`src/rtl/core/cmir_pkg.sv`:
```
// Package for the colour matrix inverse block.
// Holds widths, limits, status codes and the queue entry type.
// No dependencies.
package cmir_pkg;

    localparam int FRAC_BITS      = 24;
    localparam int NUM_ELEM       = 9;
    localparam int IDX_W          = 4;
    localparam int M_W            = 32;
    localparam int ADJ_W          = 2 * M_W + 1;
    localparam int AMAG_W         = 2 * M_W;
    localparam int DET_W          = M_W + ADJ_W + 2;
    localparam int DMAG_W         = DET_W - 1;
    localparam int SCALE_W        = 24;
    localparam int SADJ_W         = AMAG_W + SCALE_W;
    localparam int DIV_W          = DMAG_W + 33;
    localparam int Q_W            = 32;
    localparam int INV_LIMIT_LOG2 = 7;
    localparam int CMP_W          = DMAG_W + INV_LIMIT_LOG2;

    localparam logic [SCALE_W-1:0] DENOM_SCALE = 24'd10000000;

    // |det| * 1e12 <= 2^(3F)  <=>  |det| <= floor(2^(3F) / 1e12)
    localparam logic [127:0] SING_LIM =
        (128'd1 << (3 * FRAC_BITS)) / 128'd1000000000000;

    typedef enum logic [1:0] {
        STS_OK       = 2'd0,
        STS_SINGULAR = 2'd1,
        STS_RANGE    = 2'd2
    } cmir_status_t;

    typedef struct packed {
        logic [NUM_ELEM-1:0][M_W-1:0]    m;
        logic [NUM_ELEM-1:0][AMAG_W-1:0] adj_mag;
        logic [NUM_ELEM-1:0]             adj_neg;
        logic [DMAG_W-1:0]               det_mag;
        logic                            det_neg;
        cmir_status_t                    status;
    } cmir_item_t;

endpackage

```
`src/rtl/core/cmir_fifo.sv`:
```
// Two-entry queue between the front pipeline and the back sequencer.
// Depends on cmir_pkg.
module cmir_fifo import cmir_pkg::*;
(
    input  logic       clk,
    input  logic       rst_n,
    input  logic       push,
    input  cmir_item_t din,
    output logic       full,
    input  logic       pop,
    output cmir_item_t dout,
    output logic       empty
);

    cmir_item_t mem_reg [2];
    logic       wr_ptr_reg;
    logic       rd_ptr_reg;
    logic [1:0] cnt_reg;

    assign full  = cnt_reg == 2'd2;
    assign empty = cnt_reg == 2'd0;
    assign dout  = mem_reg[rd_ptr_reg];

    always_ff @(posedge clk)
    begin
        if (push)
        begin
            mem_reg[wr_ptr_reg] <= din;
        end
    end

    always_ff @(posedge clk or negedge rst_n)
    begin
        if (!rst_n)
        begin
            wr_ptr_reg <= 1'b0;
            rd_ptr_reg <= 1'b0;
            cnt_reg    <= 2'd0;
        end
        else
        begin
            if (push)
            begin
                wr_ptr_reg <= !wr_ptr_reg;
            end
            if (pop)
            begin
                rd_ptr_reg <= !rd_ptr_reg;
            end
            cnt_reg <= cnt_reg + 2'(push) - 2'(pop);
        end
    end

endmodule

```
`config.mk`:
```
export PLATFORM = sky130hd
export DESIGN_NAME = cmir_fifo
export DESIGN_NICKNAME = d
export VERILOG_FILES = /design/src/rtl/core/cmir_pkg.sv /design/src/rtl/core/cmir_fifo.sv
export SDC_FILE = /design/constraint.sdc
export NUM_CORES = 1
export LEC_CHECK = 0
export ABC_AREA = 1
export BUFFER_PORTS_ARGS = -buffer_cell sky130_fd_sc_hd__buf_2
export CELL_PAD_IN_SITES_DETAIL_PLACEMENT = 1
export CELL_PAD_IN_SITES_GLOBAL_PLACEMENT = 1
export CORE_AREA = 2 2 767 769
export DETAILED_ROUTE_END_ITERATION = 6
export DIE_AREA = 0 0 769 771
export PLACE_DENSITY_LB_ADDON = 0.25
export SYNTH_ARGS = -nofsm -noshare
export SYNTH_HDL_FRONTEND = slang
export SYNTH_SLANG_ARGS = --single-unit
```
`constraint.sdc`:
```
create_clock -name clk -period 48.1 [get_ports clk]
set_input_delay 9.62 -clock clk [delete_from_list [all_inputs] [get_ports clk]]
set_output_delay 9.62 -clock clk [all_outputs]
set_load 0.05 [all_outputs]
```
### Word level (Yosys, flattened, before mapping)

Memories as Yosys holds them, arrays and structs flattened.
Index checks and enable logic that the tools add are counted.

* $add $sub $neg: 2
* reduce and logical (&&, ||, !) cells: 3
* multiplexer cells: 2
* equal/unequal tests: 1

Operators with widths (number)
* adder 2 x 1 -> 2 bit: 1
* == test 2 bit (second input constant): 1
* logical NOT 1 bit: 2
* logical NOT 2 bit: 1
* two-way mux 1 bit: 2
* subtractor 2 x 1 -> 2 bit: 1

* output and inout port bits: 976
* RAM bits: 1948
* memories: 1
* register bits after elaboration: 4
* word-level logic and storage cells: 12
* input bits: 978

Memories
* mem_reg: depth 2, width 974, rd ports 1, clocked after Yosys merged registers in 0, write ports 1, line cmir_fifo.sv:15 `cmir_item_t mem_reg [2];`

### Longest topological paths before layout

* depth after elaboration: 2
* depth in mapped cells: 7
* depth with buffers taken out: 7

### Least setup slack after synthesis

Ideal clock, no wire load.

* kind: input-to-reg
* start: input port push
* end: memory mem_reg[0][0] in the netlist's numbering, enable pin
* buffers on the path: 0
* arrival time: 50.306 ns
* library setup time: 2.369 ns
* slack: -4.576 ns
* stages on the path: 2
* required time: 45.731 ns
* cell sequence: inv_1 nor2_1

* cells in the longest elaborated chain, start to end: 2

RTL lines
* from (decl): line cmir_fifo.sv:7 `input logic push,`
* two-way mux 1 bit: line cmir_fifo.sv:26 `if (push)`
* two-way mux 1 bit (not written as such): line cmir_fifo.sv:28 `mem_reg[wr_ptr_reg] <= din;`
* to (decl): line cmir_fifo.sv:15

Every way passes these cells.

==> impl_metrics.toml <==
[power_and_ir_drop]
ir_drop_mv = 0.0482
clkPwrFrac_pct = 25.3
p_leak_nw = 39.5
p_switching_mw = 3.94
p_int_mw = 3.93
seq_power_share_pct = 29.9
comb_power_share_pct = 44.9
switching_share_pct = 50.1
powerDensity_nw_per_um2 = 78.8

[global_route]
grt_pass1_vias = 49500
antenna_found_initial = 456
grt.overflow.total = 0
grtUsageTotal_pct = 14.5
grt_max_degree = 222
grt_pass1_wl_um = 554000

[clock_network]
cts_hold_buf = 0
tritoncts = "yes"
clkSinkCount = 1952
cts_buffers = 269
cts-root-buf = "clkbuf_16"
cts_buffer_depth = 4
cts_setup_buffers = 0
htree_num_levels = 5
clkSlewWorstSetupHoldPaths_ns = 0.05
clock_latency_ns = 0.91
ctsResizeCount = 0

[critical_path]
worst-path-buf-inv = 6
cp-start-kind = "flip-flop"
worst_r2r_endpoint = "mem_reg[1][413]"
reg2reg_from = "wr_ptr_reg"
critical_path_depth = 7
crit_start = "rd_ptr_reg"
reg2reg_setup_slack_ns = 43.11
setup.worst_path.class = "flip-flop to output pin"
slowest_stage = "dfrtp_4"
critPathArrivalTime_ns = 6.57
cp.required_ns = 38.48
crit_path_end_kind = "output pin"
endpoint = "dout[570]"
critPathMostFrequentCell = "buf_4"
max_stage_delay_ns = 1.00
path_cells = "buf_12 > buf_4 > buf_4 > buf_4 > buf_4 > o21ai_0 > buf_2"
cpLargestDelayFamily = "buffers and inverters"
cp_max_fo = 137
r2r_cells = 7

[drt]
final_antenna_net_count = 0
routedWlPerCell_um = 29.3
drc_errors = 0
drt_iter0_drc = 3523
vias_per_cell = 3.26
vias = 49800
drt_wl_total_um = 447000
met1_length_um = 157000
met3_length_um = 73800
dr.pass1.iters = 5
routed.top_layer = "met5"
routed-wl-met2_um = 201000

[sta]
clock-skew-final_ns = 0.0413
setup_ws_ns = 31.91
max_slew_margin_pct = 17.7
rsz0062_at_grt = "no"
period_share_pct = 33.7
period_needed_ns = 16.19
hold_ws_ns = 0.555
timing.final.hold_violations = 0
worst_pin_slew_ns = 1.23
finalSetupTns_ns = 0
setup_viol = 0
finalMaxSlewViolations = 0
fmax_mhz = 61.8

[placement]
hpwl_um = 372000
place_ws_ns = 32.74
gp_congestion = 0.913
dpl_cell_area_um2 = 91000
port_buffers = 1953

[run]
max_cap_viol_count = 0

[logic_synthesis]
synth_seq_cells = 1952
synth_cells = 5112
syn_area_um2 = 72500
syn_avg_cell_area_um2 = 14.2
yosysUniqueCellTypes = 14
syn_nets = 6092
yosysWarnings = 0
ys_seq_area_share_pct = 80.8

[cells_and_area]
final_area_um2 = 99900
largest_reg_flops = 1948
fin_nets = 8167
layout-drive-gt1-share_pct = 32.3
area_growth_pct = 37.8

[floorplanning]
ios = 1954
start_util_pct = 12.4
die-area_um2 = 593000
rows = 281
dieWidth_um = 769
core_um2 = 584000
die_h_um = 771

[run_status]
status = "completed"

[worst_hold_path]
worstHoldPathType = "flip-flop to flip-flop"
==> cell type report <==
| class | instances | area (um^2) |
|---|---|---|
| timing repair buffer | 2021 | 10400 |
| sequential | 1952 | 58600 |
| multi-input combinational | 1962 | 8620 |
| fill | 66500 | 484000 |
| inverter | 981 | 3690 |
| antenna | 106 | 265 |
| clock buffer | 328 | 7030 |
| clock inverter | 150 | 1600 |
| tap | 7782 | 9740 |
==> layer usage <==
metal | up-vias | track usage [%]
met1 | 24200 | 15.1
met3 | 1057 | 10.6
met5 | - | 0
met2 | 2594 | 23.4
li1 | 21700 | -
met4 | 222 | 3.22
==> Yosys cell counts (all sizes together) <==
cell type,n,area [um^2]
dfrtp,4,100
edfxtp,1948,58500
buf,191,1500
nor2,3,11.3
nand2,980,3680
xor2,2,17.5
inv,981,3680
o21ai,974,4870
clkbuf,26,97.6
nand3,1,5.00
ha,2,25.0
==> cells by family (layout without fill, tap and decap cells) <==
family	Yosys count	in the layout	share of synthesized area (%)
flops	1952	1952	80.8
buf+inv	1198	3480	7.28
simple gates	984	984	5.10
fa+ha+maj	2	2	0.0345
other cells	0	106	0
xor+xnor	2	2	0.0242
compound gates	974	974	6.73
==> worst min-delay path by stage <==
| stage | from | slack [ns] | end | cells past startpoint |
|---|---|---|---|---|
| finish | wr_ptr_reg | 0.56 | wr_ptr_reg | 1 |
| floorplan | wr_ptr_reg | 0.48 | wr_ptr_reg | 1 |
| global placement | wr_ptr_reg | 0.53 | wr_ptr_reg | 1 |
| global route | wr_ptr_reg | 0.57 | wr_ptr_reg | 1 |
| CTS | wr_ptr_reg | 0.55 | wr_ptr_reg | 1 |
| detailed placement | wr_ptr_reg | 0.54 | wr_ptr_reg | 1 |
==> power groups by stage <==
stage	logic (mW)	clock network [mW]	registers (mW)
2_1_floorplan	2.23	0	2.71
3_3_place_gp	3.65	0	2.38
3_5_place_dp	3.66	0	2.39
4_1_cts	3.66	2.07	2.36
5_1_grt	3.77	2.12	2.38
6_report	3.53	1.99	2.35
==> per-stage QoR <==
stage	cells	total power [mW]	utilization [%]
after detailed placement	14700	6.05	15.6
after CTS	15200	8.09	17.1
after global placement	14700	6.04	15.6
after global routing	15200	8.27	17.1
after floorplan	5112	4.93	-
final	15300	7.88	17.1
==> placed cells by master, fill, tap and decap left out, types with 3 or more instances in the layout <==
master,instances
buf_12,7
o21ai_0,521
clkinv_16,7
clkinv_1,61
o21ai_1,453
buf_2,1953
edfxtp_1,1948
clkbuf_1,55
inv_16,4
clkinv_2,26
diode_2,106
clkinvlp_4,11
buf_4,61
inv_6,12
dfrtp_1,3
inv_1,980
nand2_1,980
bufinv_16,22
clkbuf_16,272
clkinv_8,5
Note: power is estimated with default switching activity, not from simulation.
