File: src/rtl/core/cmir_pkg.sv
// Package for the colour matrix inverse block.
// Holds widths, limits, status codes and the queue entry type.
// No dependencies.
package cmir_pkg;

    localparam int FRAC_BITS      = 24;
    localparam int NUM_ELEM       = 9;
    localparam int IDX_W          = 4;
    localparam int M_W            = 32;
    localparam int ADJ_W          = 2 * M_W + 1;
    localparam int AMAG_W         = 2 * M_W;
    localparam int DET_W          = M_W + ADJ_W + 2;
    localparam int DMAG_W         = DET_W - 1;
    localparam int SCALE_W        = 24;
    localparam int SADJ_W         = AMAG_W + SCALE_W;
    localparam int DIV_W          = DMAG_W + 33;
    localparam int Q_W            = 32;
    localparam int INV_LIMIT_LOG2 = 7;
    localparam int CMP_W          = DMAG_W + INV_LIMIT_LOG2;

    localparam logic [SCALE_W-1:0] DENOM_SCALE = 24'd10000000;

    // |det| * 1e12 <= 2^(3F)  <=>  |det| <= floor(2^(3F) / 1e12)
    localparam logic [127:0] SING_LIM =
        (128'd1 << (3 * FRAC_BITS)) / 128'd1000000000000;

    typedef enum logic [1:0] {
        STS_OK       = 2'd0,
        STS_SINGULAR = 2'd1,
        STS_RANGE    = 2'd2
    } cmir_status_t;

    typedef struct packed {
        logic [NUM_ELEM-1:0][M_W-1:0]    m;
        logic [NUM_ELEM-1:0][AMAG_W-1:0] adj_mag;
        logic [NUM_ELEM-1:0]             adj_neg;
        logic [DMAG_W-1:0]               det_mag;
        logic                            det_neg;
        cmir_status_t                    status;
    } cmir_item_t;

endpackage

File: src/rtl/core/cmir_back.sv
// Back sequencer: per-element scaling, restoring division, rounding, output register.
// Depends on cmir_pkg; reads cmir_fifo.
module cmir_back import cmir_pkg::*;
(
    input  logic               clk,
    input  logic               rst_n,
    input  logic               q_empty,
    input  cmir_item_t         q_head,
    output logic               q_pop,
    output logic               out_valid,
    input  logic               out_ready,
    output logic [IDX_W-1:0]   element_index,
    output logic [Q_W-1:0]     inverse_numerator,
    output logic [M_W-1:0]     forward_numerator,
    output cmir_status_t       status,
    output logic               last_of_run
);

    localparam int PR_W = M_W + SCALE_W;
    localparam int FS_W = (PR_W + 1 > FRAC_BITS + M_W) ? PR_W + 1 : FRAC_BITS + M_W;

    typedef enum logic [5:0] {
        ST_IDLE = 6'b000001,
        ST_MUL  = 6'b000010,
        ST_SUM  = 6'b000100,
        ST_PREP = 6'b001000,
        ST_DIV  = 6'b010000,
        ST_EMIT = 6'b100000
    } state_t;

    state_t             state_reg, state_next;
    cmir_item_t         item_reg;
    logic [IDX_W-1:0]   idx_reg;
    logic [4:0]         cnt_reg;
    logic [PR_W-1:0]    plo_reg, phi_reg, fprod_reg;
    logic [SADJ_W-1:0]  sadj_reg;
    logic [DIV_W-1:0]   rem_reg, dsr_reg;
    logic [Q_W-1:0]     q_reg;
    logic [M_W-1:0]     fwd_reg;
    logic               out_valid_reg;
    logic [IDX_W-1:0]   idx_out_reg;
    logic [Q_W-1:0]     inv_out_reg;
    logic [M_W-1:0]     fwd_out_reg;
    cmir_status_t       sts_out_reg;
    logic               last_out_reg;

    logic               out_free;
    logic               emit;
    logic               is_last;
    logic [AMAG_W-1:0]  cur_mag;
    logic [M_W-1:0]     m_cur, m_mag;
    logic               ge;
    logic [FS_W-1:0]    fsum;
    logic               inv_neg;

    assign out_free = !out_valid_reg || out_ready;
    assign emit     = (state_reg == ST_EMIT) && out_free;
    assign is_last  = (item_reg.status != STS_OK) || (idx_reg == IDX_W'(NUM_ELEM - 1));
    assign q_pop    = (state_reg == ST_IDLE) && !q_empty;
    assign cur_mag  = item_reg.adj_mag[idx_reg];
    assign m_cur    = item_reg.m[idx_reg];
    assign m_mag    = m_cur[M_W-1] ? (~m_cur + 1'b1) : m_cur;
    assign ge       = dsr_reg <= rem_reg;
    assign fsum     = FS_W'(fprod_reg) + (FS_W'(1) << (FRAC_BITS - 1));
    assign inv_neg  = item_reg.adj_neg[idx_reg] ^ item_reg.det_neg;

    always_comb
    begin
        state_next = state_reg;
        unique case (state_reg)
            ST_IDLE:
            begin
                if (!q_empty)
                begin
                    state_next = (q_head.status != STS_OK) ? ST_EMIT : ST_MUL;
                end
            end
            ST_MUL:  state_next = ST_SUM;
            ST_SUM:  state_next = ST_PREP;
            ST_PREP: state_next = ST_DIV;
            ST_DIV:
            begin
                if (cnt_reg == 5'd0)
                begin
                    state_next = ST_EMIT;
                end
            end
            ST_EMIT:
            begin
                if (out_free)
                begin
                    state_next = is_last ? ST_IDLE : ST_MUL;
                end
            end
            default: state_next = ST_IDLE;
        endcase
    end

    always_ff @(posedge clk or negedge rst_n)
    begin
        if (!rst_n)
        begin
            state_reg     <= ST_IDLE;
            out_valid_reg <= 1'b0;
            idx_reg       <= '0;
        end
        else
        begin
            state_reg <= state_next;
            if (emit)
            begin
                out_valid_reg <= 1'b1;
            end
            else if (out_ready)
            begin
                out_valid_reg <= 1'b0;
            end
            if (q_pop)
            begin
                idx_reg <= '0;
            end
            else if (emit && !is_last)
            begin
                idx_reg <= idx_reg + 1'b1;
            end
        end
    end

    always_ff @(posedge clk)
    begin
        if (q_pop)
        begin
            item_reg <= q_head;
        end
        if (state_reg == ST_MUL)
        begin
            plo_reg   <= cur_mag[M_W-1:0] * DENOM_SCALE;
            phi_reg   <= cur_mag[AMAG_W-1:M_W] * DENOM_SCALE;
            fprod_reg <= m_mag * DENOM_SCALE;
        end
        if (state_reg == ST_SUM)
        begin
            sadj_reg <= SADJ_W'(plo_reg) + (SADJ_W'(phi_reg) << M_W);
            fwd_reg  <= fsum[FRAC_BITS +: M_W];
        end
        if (state_reg == ST_PREP)
        begin
            // round(N/d) = floor((2N + d) / 2d), divisor pre-shifted by 31
            rem_reg <= (DIV_W'(sadj_reg) << (FRAC_BITS + 1)) + DIV_W'(item_reg.det_mag);
            dsr_reg <= DIV_W'(item_reg.det_mag) << (Q_W);
            cnt_reg <= 5'd31;
            q_reg   <= '0;
        end
        if (state_reg == ST_DIV)
        begin
            if (ge)
            begin
                rem_reg <= rem_reg - dsr_reg;
            end
            q_reg   <= {q_reg[Q_W-2:0], ge};
            dsr_reg <= dsr_reg >> 1;
            cnt_reg <= cnt_reg - 1'b1;
        end
        if (emit)
        begin
            last_out_reg <= is_last;
            sts_out_reg  <= item_reg.status;
            if (item_reg.status != STS_OK)
            begin
                idx_out_reg <= '0;
                inv_out_reg <= '0;
                fwd_out_reg <= '0;
            end
            else
            begin
                idx_out_reg <= idx_reg;
                inv_out_reg <= inv_neg ? -q_reg : q_reg;
                fwd_out_reg <= m_cur[M_W-1] ? -fwd_reg : fwd_reg;
            end
        end
    end

    assign out_valid         = out_valid_reg;
    assign element_index     = idx_out_reg;
    assign inverse_numerator = inv_out_reg;
    assign forward_numerator = fwd_out_reg;
    assign status            = sts_out_reg;
    assign last_of_run       = last_out_reg;

endmodule

File: config.mk
export PLATFORM = sky130hd
export DESIGN_NAME = cmir_back
export DESIGN_NICKNAME = d
export VERILOG_FILES = /design/src/rtl/core/cmir_pkg.sv /design/src/rtl/core/cmir_back.sv
export SDC_FILE = /design/constraint.sdc
export NUM_CORES = 2
export LEC_CHECK = 0
export BUFFER_PORTS_ARGS = -buffer_cell sky130_fd_sc_hd__buf_2
export CORE_UTILIZATION = 30
export CTS_CLUSTER_SIZE = 14
export DETAILED_ROUTE_END_ITERATION = 10
export GPL_ROUTABILITY_DRIVEN = 0
export GPL_TIMING_DRIVEN = 0
export SLEW_MARGIN = 10
export SYNTH_ARGS = -nofsm -noshare
export SYNTH_HDL_FRONTEND = slang
export SYNTH_SLANG_ARGS = --single-unit
File: constraint.sdc
create_clock -name clk -period 83.7 [get_ports clk]
set_input_delay 4.185 -clock clk [delete_from_list [all_inputs] [get_ports clk]]
set_output_delay 4.185 -clock clk [all_outputs]
set_load 0.01 [all_outputs]
* Word level (Yosys, flattened, before mapping)
Index checks and enable logic that the tools add are counted.
Widths: inputs -> output; s select.
** Operators by class
- Add/subtract/negate cells :: 9
- $mul :: 3
- Divide/modulo/power cells :: 0
- Order comparisons :: 2
- Eq/ne operators :: 10
- Shift-type cells :: 0
- Multiplexer cells :: 28
- Bitwise operators :: 2
- Reduce and logical (&&, ||, !) cells :: 15
** Operator list (number)
- $mux 131 :: 3
- $bmux 64 s4 :: 1
- $mux 32 :: 6
- $mul 32x17->49 const B :: 3
- $le 130x131->1 :: 1
- $sub 131x130->131 :: 1
- $mux 130 :: 1
- $mux 129 :: 1
- $bmux 32 s4 :: 1
- $add 113x98->114 :: 1
- $add 56x88->88 :: 1
- $mux 64 :: 1
- $neg 32->32 :: 2
- $add 56x24->56 const B :: 1
- $pmux 6 s6 :: 1
- $add 32x1->32 const B :: 1
- $not 32->32 :: 1
- $mux 6 :: 4
- $mux 5 :: 2
- $reduce_bool 2->1 :: 5
- $mux 4 :: 2
- $eq 6x1->1 const B :: 1
- $eq 6x2->1 const B :: 1
- $eq 6x3->1 const B :: 1
- 17 further kinds :: 26
** Word-level totals
- Bits in registers :: 1621
- Bits in latches :: 0
- RAM bits :: 0
- Memory bits (read-only) :: 0
- Input bits :: 978
- Output and inout bits :: 73
- Memories kept :: 0

* Depth between registers and ports, before layout
- Word-level depth :: 6
- Depth in mapped cells :: 40
- Mapped depth without buffers :: 35

* Worst setup path before layout
No wires, ideal clock.
- Path type :: input -> output
- From :: in q_empty
- To :: out q_pop
- Arrival time :: 47387 ps
- Data required time :: 79515 ps
- Path slack :: 32128 ps
- Stages :: 1
- Buffers on the path :: 0
- Path through :: nor2b_1
** Between the ends
- Word-level cells in the longest chain between the ends :: 2
** RTL lines
- start: declaration :: line cmir_back.sv:7 : input logic q_empty,
- $logic_not 1->1
- $logic_and 1x1->1 :: line cmir_back.sv:59 : assign q_pop = (state_reg == ST_IDLE) && !q_empty;
- end: declaration :: line cmir_back.sv:9 : output logic q_pop,
Every way passes these cells.

* Worst setup path in the final report
- From :: reg idx_reg[1]
- To :: reg phi_reg[54], data pin
** Between the ends
- Word-level cells in the longest chain between the ends :: 3
** RTL lines
- start: declaration :: line cmir_back.sv:33 : logic [IDX_W-1:0] idx_reg;
- start signal: assignment :: line cmir_back.sv:124 : idx_reg <= idx_reg + 1'b1;
- $bmux 64 s4 :: line cmir_back.sv:60 : assign cur_mag = item_reg.adj_mag[idx_reg];
- $mux 64 (implied by the code) :: line cmir_back.sv:60
- $mul 32x17->49 :: line cmir_back.sv:138 : phi_reg <= cur_mag[AMAG_W-1:M_W] * DENOM_SCALE;
- end signal: assignment :: line cmir_back.sv:138
- end: declaration :: line cmir_back.sv:35 : logic [PR_W-1:0] plo_reg, phi_reg, fprod_reg;
Every way passes these cells. The select of a mux whose other input is x is not followed.
A chain may end at the register's enable or synchronous reset.

==> results.cfg <==
[yosys]
synth_area_um2 = 101100
synth_nets = 10936
yosysWarnings = 0
yosysSeqAreaShare = 0.4613
ys_types = 99
synth_common_cells = 1,456 x edfxtp_1, 1,080 x inv_1, 964 x ha_1
yosysMostFrequentCell = edfxtp_1
synthFlopType = edfxtp_1
synth_edf_count = 1456
synth.area.top_cells = edfxtp_1 43%, ha_1 12%, fa_1 9.8%
async_flop_share = 0.006884
synth.largest_area_cell = edfxtp_1
synth_seq_cells = 1598
synth_top_area_frac = 0.4326
synthCells = 8500
synth_area_per_cell_um2 = 11.89

[cells_and_area]
syn_to_final_growth_pct = 18.22
finalNetCount = 12278
largest_reg_flops = 974
drive_gt1_frac = 0.1730
final_util = 0.3575

[clock_network]
cts_max_path_buffers = 4
cts_max_level = 4
postCtsSetupRepairBufs = 0
cts.sinks = 1598
insertion_delay_ns = 0.92
path_clk_slew_ns = 0.06
cts_made_buffers = 187
cts_resized = 0
clock-root-buffer = clkbuf_16
cts_tree = done
ctsHoldBuffers = 0

[job]
maxCapViolCount = 0

[setup_path]
endpoint_kind = flop
worstReg2RegStart = idx_reg[1]$_DFFE_PN0P_
crit_fanout = 10
path_common_cell = buf_2
path_buf_inv = 14
crit_start = idx_reg[1]$_DFFE_PN0P_
start_kind = flop
cp_data_required_time_ns = 84.34
crit_type = flop to flop
cp_top_family = buffers and inverters
slowest_delay_ns = 1.00
cpMaxStageDelayCell = o21ai_0
cp.arrival_ns = 12.70

[sta]
clock_skew_ns = 0.1015
drv_slew = 0
setup_tns_ns = 0
rsz0062_at_grt = false
tightest_slew_ns = 1.378
setup_viol = 0
relSlewSlack = 0.08126
hold_violations = 0
period_minus_slack_ns = 12.06
fmax_ghz = 0.08290
min_period_over_period = 0.1441
whs_ns = 0.4158

[detailed_routing]
drc = 0
wl_um = 332600
drtAntennaViolNets = 0
via_per_inst = 4.906
drt_iter0_markers = 5117
wl_per_cell_um = 23.07
first_pass_iters = 6
vias = 70735

[grt]
grt_pass1_vias = 71250
grt_max_degree = 52
grt_first_pass_wirelength_um = 479600
antenna_found_initial = 71
grt_usage = 0.1920
grt-ovfl-total = 0

[die]
start_util = 0.3024
die_w_um = 582.4
die-area_um2 = 339200
core_area_um2 = 334200
rows = 212
die_h_um = 582.4
pin_count = 1051

[hold_path]
hold_path_startpoint = plo_reg[24]$_DFFE_PP_
hold_class = flop to flop

[place]
port_buffers = 1050
dp_hpwl_um = 273300

[run_status]
outcome = finished, final reports clean
[per-stage QoR]
step / setup slack [ns] / std cells / instance area, um^2
final: 71.64 / 14418 / 119500
after global routing: 71.15 / 14400 / 119400
after CTS: 71.57 / 14379 / 119400
after detailed placement: 71.53 / 14040 / 113300
after global placement: 7.397 / 13937 / 111800
after floorplan: 32.13 / 8500 / 101100
[cells in the final DEF, fill, tap and decap left out, types with 41 or more instances in the layout]
cell	n
clkbuf_16	188
dfxtp_1	131
clkbuf_1	251
xor2_1	190
a31oi_1	86
o21ai_1	82
and2_1	54
nor2_1	442
o21ai_0	395
nand2b_1	41
mux4_2	184
buf_2	1102
a22oi_1	97
o21bai_1	70
and3_1	49
edfxtp_1	1456
a21oi_1	444
nand3_1	98
nand4_1	115
xnor2_1	270
a21o_1	253
nor3_1	57
fa_1	494
a211oi_1	61
buf_4	56
nand2_1	603
ha_1	964
inv_1	1080
[cell type report]
cell class                 instances  area, um^2
fill                           33041      214700
clock inverter                   114        1222
clock buffer                     225        4883
timing repair buffer            1153        6670
antenna                           39       97.59
inverter                        1082        4061
sequential                      1598       46620
tap                             4387        5489
buffer                           307        1310
multi-input combinational       5513       49120
[logic make-up (layout without fill, tap and decap cells)]
logic type                 after synthesis  after routing  synth area share
AOI/OAI and AO/OA                     1751           1751            0.1085
xor gates and xnor gates               460            460           0.03987
adders and majority gates             1458           1458            0.2172
buffers and inverters                 1389           2881           0.05308
DFF                                   1598           1598            0.4613
muxes                                  218            218           0.04538
other                                    0             39                 0
and+or+nand+nor                       1626           1626           0.07461
[path summary, 6_finish.rpt]
kind | to | slack [ns] | cells after the start
max | phi_reg[54]$_DFFE_PP_ | 71.64 | 36
min | sadj_reg[24]$_DFFE_PP_ | 0.42 | 0
max reg2reg | phi_reg[54]$_DFFE_PP_ | 71.64 | 36
min reg2reg | sadj_reg[24]$_DFFE_PP_ | 0.42 | 0
max in group asynchronous | state_reg[0]$_DFFE_PN1P_ | 80.05 | 1
min in group asynchronous | idx_reg[3]$_DFFE_PN0P_ | 3.27 | 1
[per-layer routing]
| metal | track usage | up-vias | part of all wire |
|---|---|---|---|
| met1 | 0.2523 | 34557 | 0.43 |
| met5 | 0 | - | 0.00041 |
| met3 | 0.03241 | 537 | 0.063 |
| li1 | - | 33251 | - |
| met4 | 0.07909 | 24 | 0.045 |
| met2 | 0.3129 | 2366 | 0.46 |
Power is not shown: default switching activity piles up to over one toggle a cycle in this logic, so the estimate is an artifact.
